`src/sacd_pkg.sv`:
```
// shared types and constants for the set associative cache directory
// no dependencies
package sacd_pkg;

    localparam int OP_BITS = 2;
    localparam int POLICY_BITS = 2;
    localparam int TAG_OUT_BITS = 22;
    localparam int WAY_OUT_BITS = 2;

    typedef enum logic [1:0] {
        OP_READ  = 2'd0,
        OP_WRITE = 2'd1,
        OP_PROBE = 2'd2,
        OP_FLUSH = 2'd3
    } t_op;

    typedef enum logic [1:0] {
        POL_FIFO = 2'd0,
        POL_LRU  = 2'd1,
        POL_LFU  = 2'd2,
        POL_NONE = 2'd3
    } t_policy;

    // controller to datapath
    typedef struct packed {
        logic capture;   // latch the incoming word
        logic lookup;    // set read data is valid, compare and update
        logic flush_clr; // clear valid bits of the current flush set
        logic flush_start;
    } t_cmd;

    // datapath to controller
    typedef struct packed {
        logic flush_last;
        logic is_flush;
    } t_status;

endpackage

```
`src/sacd_ctrl.sv`:
```
// controller: handshakes, lookup sequencing and flush sweep
// depends on sacd_pkg
module sacd_ctrl (
    input  logic                i_clk,
    input  logic                i_rst_n,
    input  logic                i_valid,
    output logic                o_ready,
    output logic                o_valid,
    input  logic                i_ready,
    input  sacd_pkg::t_status   i_status,
    output sacd_pkg::t_cmd      o_cmd
);
    import sacd_pkg::*;

    typedef enum logic [1:0] {S_IDLE, S_LOOK, S_FLUSH} t_state;
    t_state r_state;
    logic   r_ovalid;

    // next word taken only in the idle state, once the result slot is free or draining
    assign o_ready = (r_state == S_IDLE) && (!r_ovalid || i_ready);
    assign o_valid = r_ovalid;

    always_comb begin
        o_cmd = '0;
        o_cmd.capture     = i_valid && o_ready;
        o_cmd.lookup      = (r_state == S_LOOK && !i_status.is_flush)
                          || (r_state == S_FLUSH && i_status.flush_last);
        o_cmd.flush_start = (r_state == S_LOOK && i_status.is_flush);
        o_cmd.flush_clr   = (r_state == S_FLUSH);
    end

    always_ff @(posedge i_clk) begin
        if (!i_rst_n) begin
            r_state  <= S_IDLE;
            r_ovalid <= 1'b0;
        end else begin
            if (o_cmd.lookup) r_ovalid <= 1'b1;
            else if (i_ready) r_ovalid <= 1'b0;
            unique case (r_state)
                S_IDLE:  if (o_cmd.capture) r_state <= S_LOOK;
                S_LOOK:  r_state <= i_status.is_flush ? S_FLUSH : S_IDLE;
                S_FLUSH: if (i_status.flush_last) r_state <= S_IDLE;
                default: r_state <= S_IDLE;
            endcase
        end
    end

endmodule

```
`config.mk`:
```
export PLATFORM = sky130hd
export DESIGN_NAME = sacd_ctrl
export DESIGN_NICKNAME = d
export VERILOG_FILES = /design/src/sacd_pkg.sv /design/src/sacd_ctrl.sv
export SDC_FILE = /design/constraint.sdc
export NUM_CORES = 1
export LEC_CHECK = 0
export BUFFER_PORTS_ARGS = -buffer_cell sky130_fd_sc_hd__clkbuf_2
export CAP_MARGIN = 20
export CORE_AREA = 2 2 39 41
export DETAILED_ROUTE_END_ITERATION = 12
export DIE_AREA = 0 0 41 43
export PLACE_DENSITY_LB_ADDON = 0.1
export SYNTH_ARGS = -nofsm -noshare
export SYNTH_HDL_FRONTEND = slang
export SYNTH_SLANG_ARGS = --single-unit
export TNS_END_PERCENT = 50
```
`constraint.sdc`:
```
create_clock -name i_clk -period 1.85 [get_ports i_clk]
set_input_delay 0 -clock i_clk [delete_from_list [all_inputs] [get_ports i_clk]]
set_output_delay 0 -clock i_clk [all_outputs]
set_load 0.05 [all_outputs]
```
==> results of run 1 <==
-- worst max-delay path, stage by stage (launching register included) --
cell,delay [ps]
sky130_fd_sc_hd__dfxtp_1,400
sky130_fd_sc_hd__and3b_1,210
sky130_fd_sc_hd__or2_1,200
sky130_fd_sc_hd__clkbuf_2,230
-- registers in the layout, indices dropped and copies added (netlist names) --
name     cells
r_state      2
o_valid      1
-- cell families (layout without fill, tap and decap cells) --
| kind of cell | count (synthesis) | after routing | synth area share [%] |
|---|---|---|---|
| AO/OA/AOI/OAI | 2 | 2 | 9.93 |
| flip-flops | 3 | 3 | 36.6 |
| AND/OR/NAND/NOR | 11 | 11 | 53.4 |
| buffers and inverters | 0 | 15 | 0 |
-- cells in the final DEF (no fill, tap or decap) --
| master | count |
|---|---|
| sky130_fd_sc_hd__and2b_2 | 1 |
| sky130_fd_sc_hd__and3b_1 | 2 |
| sky130_fd_sc_hd__and3b_2 | 1 |
| sky130_fd_sc_hd__and4b_1 | 1 |
| sky130_fd_sc_hd__clkbuf_1 | 1 |
| sky130_fd_sc_hd__clkbuf_2 | 11 |
| sky130_fd_sc_hd__clkbuf_4 | 3 |
| sky130_fd_sc_hd__dfxtp_1 | 3 |
| sky130_fd_sc_hd__nor2_1 | 1 |
| sky130_fd_sc_hd__nor2b_1 | 1 |
| sky130_fd_sc_hd__nor3_1 | 1 |
| sky130_fd_sc_hd__nor3b_1 | 1 |
| sky130_fd_sc_hd__nor3b_2 | 1 |
| sky130_fd_sc_hd__o21a_1 | 1 |
| sky130_fd_sc_hd__o31a_1 | 1 |
| sky130_fd_sc_hd__or2_1 | 1 |
-- power groups by stage --
stage	sequential, mW	combinational, mW	clock, mW
3_3_place_gp	0.0730	0.0587	0
3_5_place_dp	0.0730	0.0580	0
4_1_cts	0.0721	0.0581	0.118
2_1_floorplan	0.0760	0.0389	0
5_1_grt	0.0727	0.0610	0.122
6_report	0.0721	0.0574	0.113
-- final timing paths --
path	start	endpoint
worst max-delay path	r_state[0]	o_cmd[2]
worst min-delay path	i_rst_n	r_state[1]
worst min register to register	r_state[0]	r_state[0]
worst max register to register	r_state[0]	o_valid
-- per-layer routing --
layer	share of wire (%)	up-vias	GRT usage (%)
met3	13	0	3.14
li1	-	90	-
met1	43	67	5.47
met2	43	8	7.19
met5	0	-	0
met4	0	0	6.00
-- cell type report --
cell class	count	area, um^2	share of cell area, %
well taps	16	20.0	7.55
clock buffers	4	26.3	9.91
flip-flops and latches	3	60.1	22.6
repair buffers	11	55.1	20.8
multi-input cells	13	104	39.2
-- cell usage after synthesis (all sizes together) --
master  n
and3b   3
o21a    1
and4b   1
nor3b   2
or2     1
nor2    1
o31a    1
and2b   1
nor3    1
dfxtp   3
nor2b   1
==> run summary, run 1 <==
- clock tree from TritonCTS: built
- Final Hold Fails: 0
- maximum fanout along the worst path: 7
- Die ar.: 1760 um^2
- area of the mapped netlist: 164 um^2
- number of non-filler instances in the completed layout: 47
- final worst-path setup slack: 581 ps
- final setup TNS: 0 ps
- maximum vdd ir drop: 0.000169 V
- grt total ovfl: 0
- via count of the first global-routing pass: 155
- sort of element at the start of the critical path: register
- biggest area consumer among synthesized cells: sky130_fd_sc_hd__dfxtp_1
- global placement routability congestion: 0.530
- Power Total: 0.243 mW
- growth of design area from synthesis to finish: 61.8%
- post-placement worst setup slack: 821 ps
- number of hold-repair buffers added at the cts stage: 0
- clock buffers created by TritonCTS: 3
- Seq pwr share: 29.7%
- relative contribution of the clock network to total power: 46.7%
- proportion of netlist area held by the largest area contributor: 36.6%
- clock root buffer: sky130_fd_sc_hd__clkbuf_4
- fraction of layout cells with a size suffix above 1: 54.8%
- Layout Utilization: 19.2%
- placeable core area: 1380 um^2
- path category of the worst min-delay check: input pin to register
- number of gates resized after CTS: 0
- depth of the worst register-to-register path: 2
- part of the cycle the worst path needs: 68.6%
- Cells after DPL: 43
- sinks on the clock net: 3
- CP endpoint kind: primary output
- power spent charging and discharging nets: 0.0760 mW
- tightest slew margin relative to the limit: 81.2%
- number of vias per cell after detailed routing: 3.51
- average wire per standard cell: 8.11 um
- Synth warnings: 0
- Skew-Pair Late Insertion Delay: 230 ps
- clock period minus final worst setup slack: 1270 ps
- clk_skew: 3.77 ps
- die width: 41 um
- flip-flop and latch count after synthesis: 3
- Worst Max-Slew Pin Slew: 283 ps
- switching share of power: 31.3%
- FMAX: 788 MHz
- internal portion of total power: 0.167 mW
- final layout net count: 38
- I/O pin total: 12
- sequential element share of the synthesized area: 36.6%
- vias after detailed routing: 165
- reg-to-reg setup timing slack: 860 ps
- Port Buffer Count: 11
- Crit path arrival time: 1270 ps
- setup violators final: 0
- Synth Instances: 16
- startpoint-to-endpoint class of the critical path: register to primary output
- dpl cell area: 239 um^2
- die extent in y: 43 um
- number of fillers in the final layout: 170
- global-route usage over all layers: 5.52%
- depth of the worst hold-timing path: 2
- number of H-tree levels: 1
- finished layout cell area: 265 um^2
- DRC violations left: 0
- Area contributors post-synth: sky130_fd_sc_hd__dfxtp_1 37%, sky130_fd_sc_hd__and3b_1 11%, sky130_fd_sc_hd__nor3b_2 7.6%, sky130_fd_sc_hd__and3b_2 6.1%, sky130_fd_sc_hd__and4b_1 6.1%
- final wirelength: 381 um
- setup repair after global routing missed its margin: no
- number of iterations in the first detailed-routing pass: 2
- power density of the placed cells: 915 nW/um^2
- Antenna Nets Post-Route: 0
- Placement Rows: 14
- Post-CTS Setup Repair Bufs: 0
- reported leakage power: 0.135 nW
- Inserted Diodes: 0
- largest net degree at the start of global routing: 8
- first-pass GRT wire length: 579 um
- Worst Hold Slack: 15.2 ps
- Initial Util: 11.8%
- Max-cap violations: 0
- detailed router's first-iteration violation count: 1
- buffer levels on the longest clock path: 2
- run status: completed
- required time reported for the critical path endpoint: 1850 ps
- Netlist cell types: 13
- clock transition at the register clock pins on the worst setup and hold paths after CTS: 40 ps
- number of antenna violations at the first check in global routing: 0
- net count after synthesis: 22
- mean area per synthesized cell: 10.2 um^2
- combinational cell fraction of total power: 23.6%
- count of pins over their slew limit: 0
(Power assumes the default switching activity.)
==> inputs of run 2 (changes only) <==
Clock period 1.85 ns to 1.2 ns, I/O delays scaled along.
==> run 2 against run 1 <==
Against the previous run: final cell count is 2.1% higher; critical path depth stayed put; via count is 6.7% higher; power is 62% higher; sequential power is 54% higher; clock power is 59% higher; non-clock buffer count is 1 higher; die area stayed put.
==> run summary, run 2 (same netlist as run 1, synthesis figures left out) <==
- maximum vdd ir drop: 0.000373 V
- Post-CTS Setup Repair Bufs: 0
- die extent in y: 43 um
- depth of the worst register-to-register path: 2
- setup violators final: 0
- final wirelength: 403 um
- sort of element at the start of the critical path: register
- detailed-route wire length on metal 1: 178 um
- DRC violations left: 0
- clock buffers created by TritonCTS: 3
- largest net degree at the start of global routing: 8
- depth of the worst hold-timing path: 2
- setup repair after global routing missed its margin: yes
- sinks on the clock net: 3
- Final Hold Fails: 0
- clock root buffer: sky130_fd_sc_hd__clkbuf_4
- reported leakage power: 0.145 nW
- launch point of the worst hold path: i_valid
- Die ar.: 1760 um^2
- I/O pin total: 12
- Inserted Diodes: 0
- maximum fanout along the worst path: 7
- number of non-filler instances in the completed layout: 48
- Reg-to-Reg End: o_valid
- Skew-Pair Late Insertion Delay: 240 ps
- list of cells traversed by the critical path: and3b_1, or2_1, buf_8
- Cells after DPL: 43
- number of fillers in the final layout: 163
- Bufs and invs on worst path: 1
- startpoint-to-endpoint class of the critical path: register to primary output
- max reg flops: 2
- detailed router's first-iteration violation count: 1
- vias after detailed routing: 176
- largest stage delay on the critical path: 360 ps
- average wire per standard cell: 8.40 um
- relative contribution of the clock network to total power: 45.9%
- number of iterations in the first detailed-routing pass: 2
- Power Total: 0.393 mW
- clock transition at the register clock pins on the worst setup and hold paths after CTS: 40 ps
- part of the cycle the worst path needs: 97.6%
- Worst Max-Slew Pin Slew: 276 ps
- clock tree from TritonCTS: built
- dpl cell area: 244 um^2
- clk_skew: 7.82 ps
- via count of the first global-routing pass: 164
- reg-to-reg setup timing slack: 250 ps
- path category of the worst min-delay check: input pin to register
- FMAX: 854 MHz
- detailed placer's ending HPWL: 328 um
- top layer reached by signal wires: met3
- Port Buffer Count: 11
- switching share of power: 32.0%
- tightest slew margin relative to the limit: 81.7%
- Crit path arrival time: 1170 ps
- number of antenna violations at the first check in global routing: 0
- cell family contributing the most delay on the critical path: simple AND/OR/NAND/NOR gates
- final layout net count: 39
- CP endpoint kind: primary output
- placeable core area: 1380 um^2
- count of pins over their slew limit: 0
- launching point of the worst reg2reg path: r_state[0]
- growth of design area from synthesis to finish: 86.3%
- Max-cap violations: 0
- Slowest cell on crit path: sky130_fd_sc_hd__dfxtp_4
- commonest cells after routing, fill and taps aside: 9 x sky130_fd_sc_hd__clkbuf_2, 4 x sky130_fd_sc_hd__clkbuf_4, 2 x sky130_fd_sc_hd__and3b_1
- amount of wire on met3 after detailed routing: 48 um
- die width: 41 um
- combinational cell fraction of total power: 25.8%
- power spent charging and discharging nets: 0.126 mW
- power density of the placed cells: 1290 nW/um^2
- global-route usage over all layers: 6.43%
- Antenna Nets Post-Route: 0
- required time reported for the critical path endpoint: 1200 ps
- run status: completed
- Seq pwr share: 28.3%
- Placement Rows: 14
- register with the highest flop count: r_state
- first-pass GRT wire length: 669 um
- internal portion of total power: 0.267 mW
- buffer levels on the longest clock path: 2
- global placement routability congestion: 0.563
- detailed route wirelength on metal2: 176 um
- clock period minus final worst setup slack: 1170 ps
- Initial Util: 11.8%
- worst hold path endpoint: r_state[0]
- Worst Hold Slack: 48.2 ps
- finished layout cell area: 305 um^2
- number of vias per cell after detailed routing: 3.67
- Setup crit start: r_state[0]
- grt total ovfl: 0
- fraction of layout cells with a size suffix above 1: 65.6%
- number of H-tree levels: 1
- commonest non-fill, non-tap cell in the layout: sky130_fd_sc_hd__clkbuf_2
## run 2: cell types whose count changed in the layout (fill, tap and decap cells not counted)
cell / previous run / this run
sky130_fd_sc_hd__buf_8: 0 / 1
sky130_fd_sc_hd__dfxtp_2: 0 / 1
sky130_fd_sc_hd__nor2b_4: 0 / 1
sky130_fd_sc_hd__dfxtp_1: 3 / 1
sky130_fd_sc_hd__clkbuf_4: 3 / 4
sky130_fd_sc_hd__nor3_2: 0 / 1
sky130_fd_sc_hd__clkbuf_2: 11 / 9
sky130_fd_sc_hd__nor3_1: 1 / 0
sky130_fd_sc_hd__dlygate4sd3_1: 0 / 1
sky130_fd_sc_hd__dfxtp_4: 0 / 1
sky130_fd_sc_hd__nor2b_1: 1 / 0
## run 2: area by class of cell
cell class / count / area, um^2 / area share [%]
Clock buffer: 4 / 26.3 / 8.61
Multi-Input combinational cell: 13 / 116 / 38.1
Timing Repair Buffer: 12 / 77.6 / 25.4
Sequential cell: 3 / 65.1 / 21.3
Tap cell: 16 / 20.0 / 6.56
## run 2: layer usage
metal | track usage, % | vias to the layer above
li1 | - | 94
met1 | 8.06 | 74
met2 | 6.56 | 8
met3 | 4.71 | 0
met4 | 6.00 | 0
met5 | 0 | -
## run 2: through the flow
| step | setup slack, ps | util [%] | TNS [ps] |
|---|---|---|---|
| 6_report | 28.9 | 22.1 | 0 |
| 5_1_grt | -34.3 | 22.1 | -34.3 |
| 4_1_cts | 6.16 | 22.0 | 0 |
| 3_5_place_dp | 151 | 17.6 | 0 |
| 3_3_place_gp | 150 | 17.6 | 0 |
| 2_1_floorplan | -107 | - | -188 |
## run 2: power groups by stage
stage | clock (mW) | combinational, mW | sequential, mW
detailed placement | 0 | 0.0912 | 0.113
CTS | 0.192 | 0.101 | 0.111
global placement | 0 | 0.0915 | 0.113
finish | 0.180 | 0.101 | 0.111
floorplan | 0 | 0.0611 | 0.118
global route | 0.203 | 0.108 | 0.113
## run 2: how the worst max path moves through the flow
stage,cells after the start,slack [ps],end
2_1_floorplan,2,-110,o_ready
3_3_place_gp,3,150,o_cmd[2]
3_5_place_dp,3,150,o_cmd[2]
4_1_cts,3,6,o_cmd[2]
5_1_grt,3,-30,o_cmd[2]
6_report,3,30,o_cmd[2]
## run 2: repair_timing
item	CTS	global route
hold buffers	1	0
hold endpoints to repair	1	0
setup endpoints to repair	2	1
resized for setup	8	1
==> inputs of run 3 (changes only) <==
Settings changed: ABC_AREA from default to 1.
==> run 3 against run 2 <==
Against the previous run: clock skew decreased by 4.9 ps; clock-buffer cell count unchanged; maximum frequency rose by 6.7%; final cell count is 25% higher; global-route usage about the same; power is 1.5% higher; sequential share of layout area decreased by 0.50 points; largest cell class unchanged; routed wire length is 1.7% higher; via count rose by 17%; combinational power increased by 11%; worst setup slack better by 73 ps.
==> run summary, run 3 <==
- clk_skew: 2.87 ps
- fraction of layout cells with a size suffix above 1: 52.3%
- Top FF cell, synth: sky130_fd_sc_hd__dfxtp_1
- global placement routability congestion: 0.648
- Initial Util: 12.7%
- sinks on the clock net: 3
- Placement Rows: 14
- most utilized layer in the global route result: met2
- clock transition at the register clock pins on the worst setup and hold paths after CTS: 40 ps
- Crit path arrival time: 1100 ps
- Inserted Diodes: 0
- switching share of power: 33.7%
- mean area per synthesized cell: 6.26 um^2
- run status: completed
- Seq pwr share: 27.2%
- path category of the worst min-delay check: input pin to register
- fraction of synthesis flops using an asynchronous set or reset pin: 0%
- depth of the worst hold-timing path: 3
- clock root buffer: sky130_fd_sc_hd__clkbuf_4
- clock buffers created by TritonCTS: 3
- first-pass GRT wire length: 683 um
- tightest slew margin relative to the limit: 81.6%
- setup repair after global routing missed its margin: no
- number of H-tree levels: 1
- Port Buffer Count: 11
- number of fillers in the final layout: 167
- power spent charging and discharging nets: 0.134 mW
- die width: 41 um
- part of the cycle the worst path needs: 91.5%
- proportion of netlist area held by the largest area contributor: 34.3%
- flip-flop and latch count after synthesis: 3
- I/O pin total: 12
- sort of element at the start of the critical path: register
- via count of the first global-routing pass: 176
- number of vias per cell after detailed routing: 3.43
- FMAX: 911 MHz
- met3 track utilization from global routing: 4.71%
- register with the highest flop count: r_state
- Synth warnings: 0
- reported leakage power: 0.193 nW
- internal portion of total power: 0.264 mW
- most instantiated library cell after synthesis: sky130_fd_sc_hd__inv_1
- placeable core area: 1380 um^2
- setup violators final: 0
- average wire per standard cell: 6.83 um
- met2 demand-to-capacity share in global routing: 8.13%
- required time reported for the critical path endpoint: 1200 ps
- power density of the placed cells: 1300 nW/um^2
- vias after detailed routing: 206
- Antenna Nets Post-Route: 0
- buffer levels on the longest clock path: 2
- grt total ovfl: 0
- Worst Hold Slack: 20.4 ps
- number of antenna violations at the first check in global routing: 0
- Skew-Pair Late Insertion Delay: 230 ps
- final setup TNS: 0 ps
- CP endpoint kind: primary output
- Netlist cell types: 9
- maximum fanout along the worst path: 3
- final wirelength: 410 um
- growth of design area from synthesis to finish: 75.0%
- met1 routing resource usage after global routing: 6.41%
- net count after synthesis: 34
- final layout net count: 51
- Synth Instances: 28
- Post-CTS Setup Repair Bufs: 0
- Die ar.: 1760 um^2
- global-route usage over all layers: 6.42%
- max reg flops: 2
- area of the mapped netlist: 175 um^2
- Area contributors post-synth: sky130_fd_sc_hd__dfxtp_1 34%, sky130_fd_sc_hd__inv_1 19%, sky130_fd_sc_hd__nand3_1 11%, sky130_fd_sc_hd__nand2_1 11%, sky130_fd_sc_hd__nand2_2 7.1%
- most numerous cell types in the synthesized netlist: 9 x sky130_fd_sc_hd__inv_1, 5 x sky130_fd_sc_hd__nand2_1, 4 x sky130_fd_sc_hd__nand3_1
- Final Hold Fails: 0
- biggest area consumer among synthesized cells: sky130_fd_sc_hd__dfxtp_1
- maximum vdd ir drop: 0.000459 V
- DRC violations left: 0
- largest net degree at the start of global routing: 4
- number of iterations in the first detailed-routing pass: 2
- detailed placer's ending HPWL: 353 um
- Max-cap violations: 0
- startpoint-to-endpoint class of the critical path: register to primary output
- clock period minus final worst setup slack: 1100 ps
- detailed router's first-iteration violation count: 1
- commonest non-fill, non-tap cell in the layout: sky130_fd_sc_hd__clkbuf_2
- depth of the worst register-to-register path: 5
- clock tree from TritonCTS: built
- die extent in y: 43 um
- relative contribution of the clock network to total power: 44.7%
- sequential element share of the synthesized area: 34.3%
- Worst Max-Slew Pin Slew: 277 ps
- count of pins over their slew limit: 0
- number of flops mapped to enable cells by yosys: 0
- commonest cells after routing, fill and taps aside: 10 x sky130_fd_sc_hd__clkbuf_2, 8 x sky130_fd_sc_hd__inv_1, 4 x sky130_fd_sc_hd__nand3_1, 4 x sky130_fd_sc_hd__nand2_1
- combinational cell fraction of total power: 28.1%
## run 3: changes by cell type after synthesis, sizes merged, moves of 2 or more
cell | before | now
nor3b | 2 | 0
inv | 0 | 11
and3b | 3 | 0
nand3 | 0 | 4
nand2 | 0 | 7
## run 3: timing repair
action,in CTS,in global routing
gates cloned,0,0
hold endpoints to repair,1,0
setup endpoints to repair,1,1
hold buffers,1,0
gates resized for setup,2,2
## run 3: worst paths after layout
path,start,end,slack (ps)
max,r_state[0],o_cmd[3],100
min,i_valid,r_state[0],20
max reg2reg,o_valid,r_state[0],420
min reg2reg,r_state[0],r_state[1],540
## run 3: cells by family after synthesis
group / Yosys count / synth area share (%)
compound gates: 1 / 2.85
simple gates: 13 / 39.3
flops: 3 / 34.3
buf+inv: 11 / 23.6
## run 3: area by class of cell
cell class	count	area [um^2]	area share (%)
inverters	11	45.0	14.7
repair buffers	12	75.1	24.5
multi-input cells	14	76.3	24.9
clock buffers	4	26.3	8.57
well taps	16	20.0	6.53
flip-flops and latches	3	63.8	20.8
## run 3: metal layers
layer / part of all wire [%] / vias up
met3: 11 / 0
li1: - / 113
met5: 0 / -
met1: 39 / 86
met4: 0 / 0
met2: 50 / 7
## run 3: power by group through the flow
stage | Sequential [mW] | Combinational [mW] | Clock (mW)
floorplan | 0.115 | 0.0718 | 0
global placement | 0.110 | 0.102 | 0
detailed placement | 0.110 | 0.103 | 0
CTS | 0.108 | 0.111 | 0.194
global route | 0.109 | 0.120 | 0.204
finish | 0.108 | 0.112 | 0.178
## run 3: worst max-delay path, cell delays in order (launching register included)
cell	delay, ps
sky130_fd_sc_hd__dfxtp_1	350
sky130_fd_sc_hd__inv_2	60
sky130_fd_sc_hd__nand2_2	80
sky130_fd_sc_hd__nor2_4	40
sky130_fd_sc_hd__nand2_2	90
sky130_fd_sc_hd__clkinvlp_4	90
sky130_fd_sc_hd__buf_8	150
## run 3: through the flow
stage          std cells  total power, mW  area (um^2)  util (%)  setup WS (ps)
4_1_cts               60            0.413          303      21.9           24.2
2_1_floorplan         28            0.187          183         -           16.1
3_3_place_gp          55            0.212          258      18.6            215
6_report              60            0.399          307      22.2            102
5_1_grt               60            0.432          307      22.2           25.7
3_5_place_dp          55            0.212          258      18.6            199
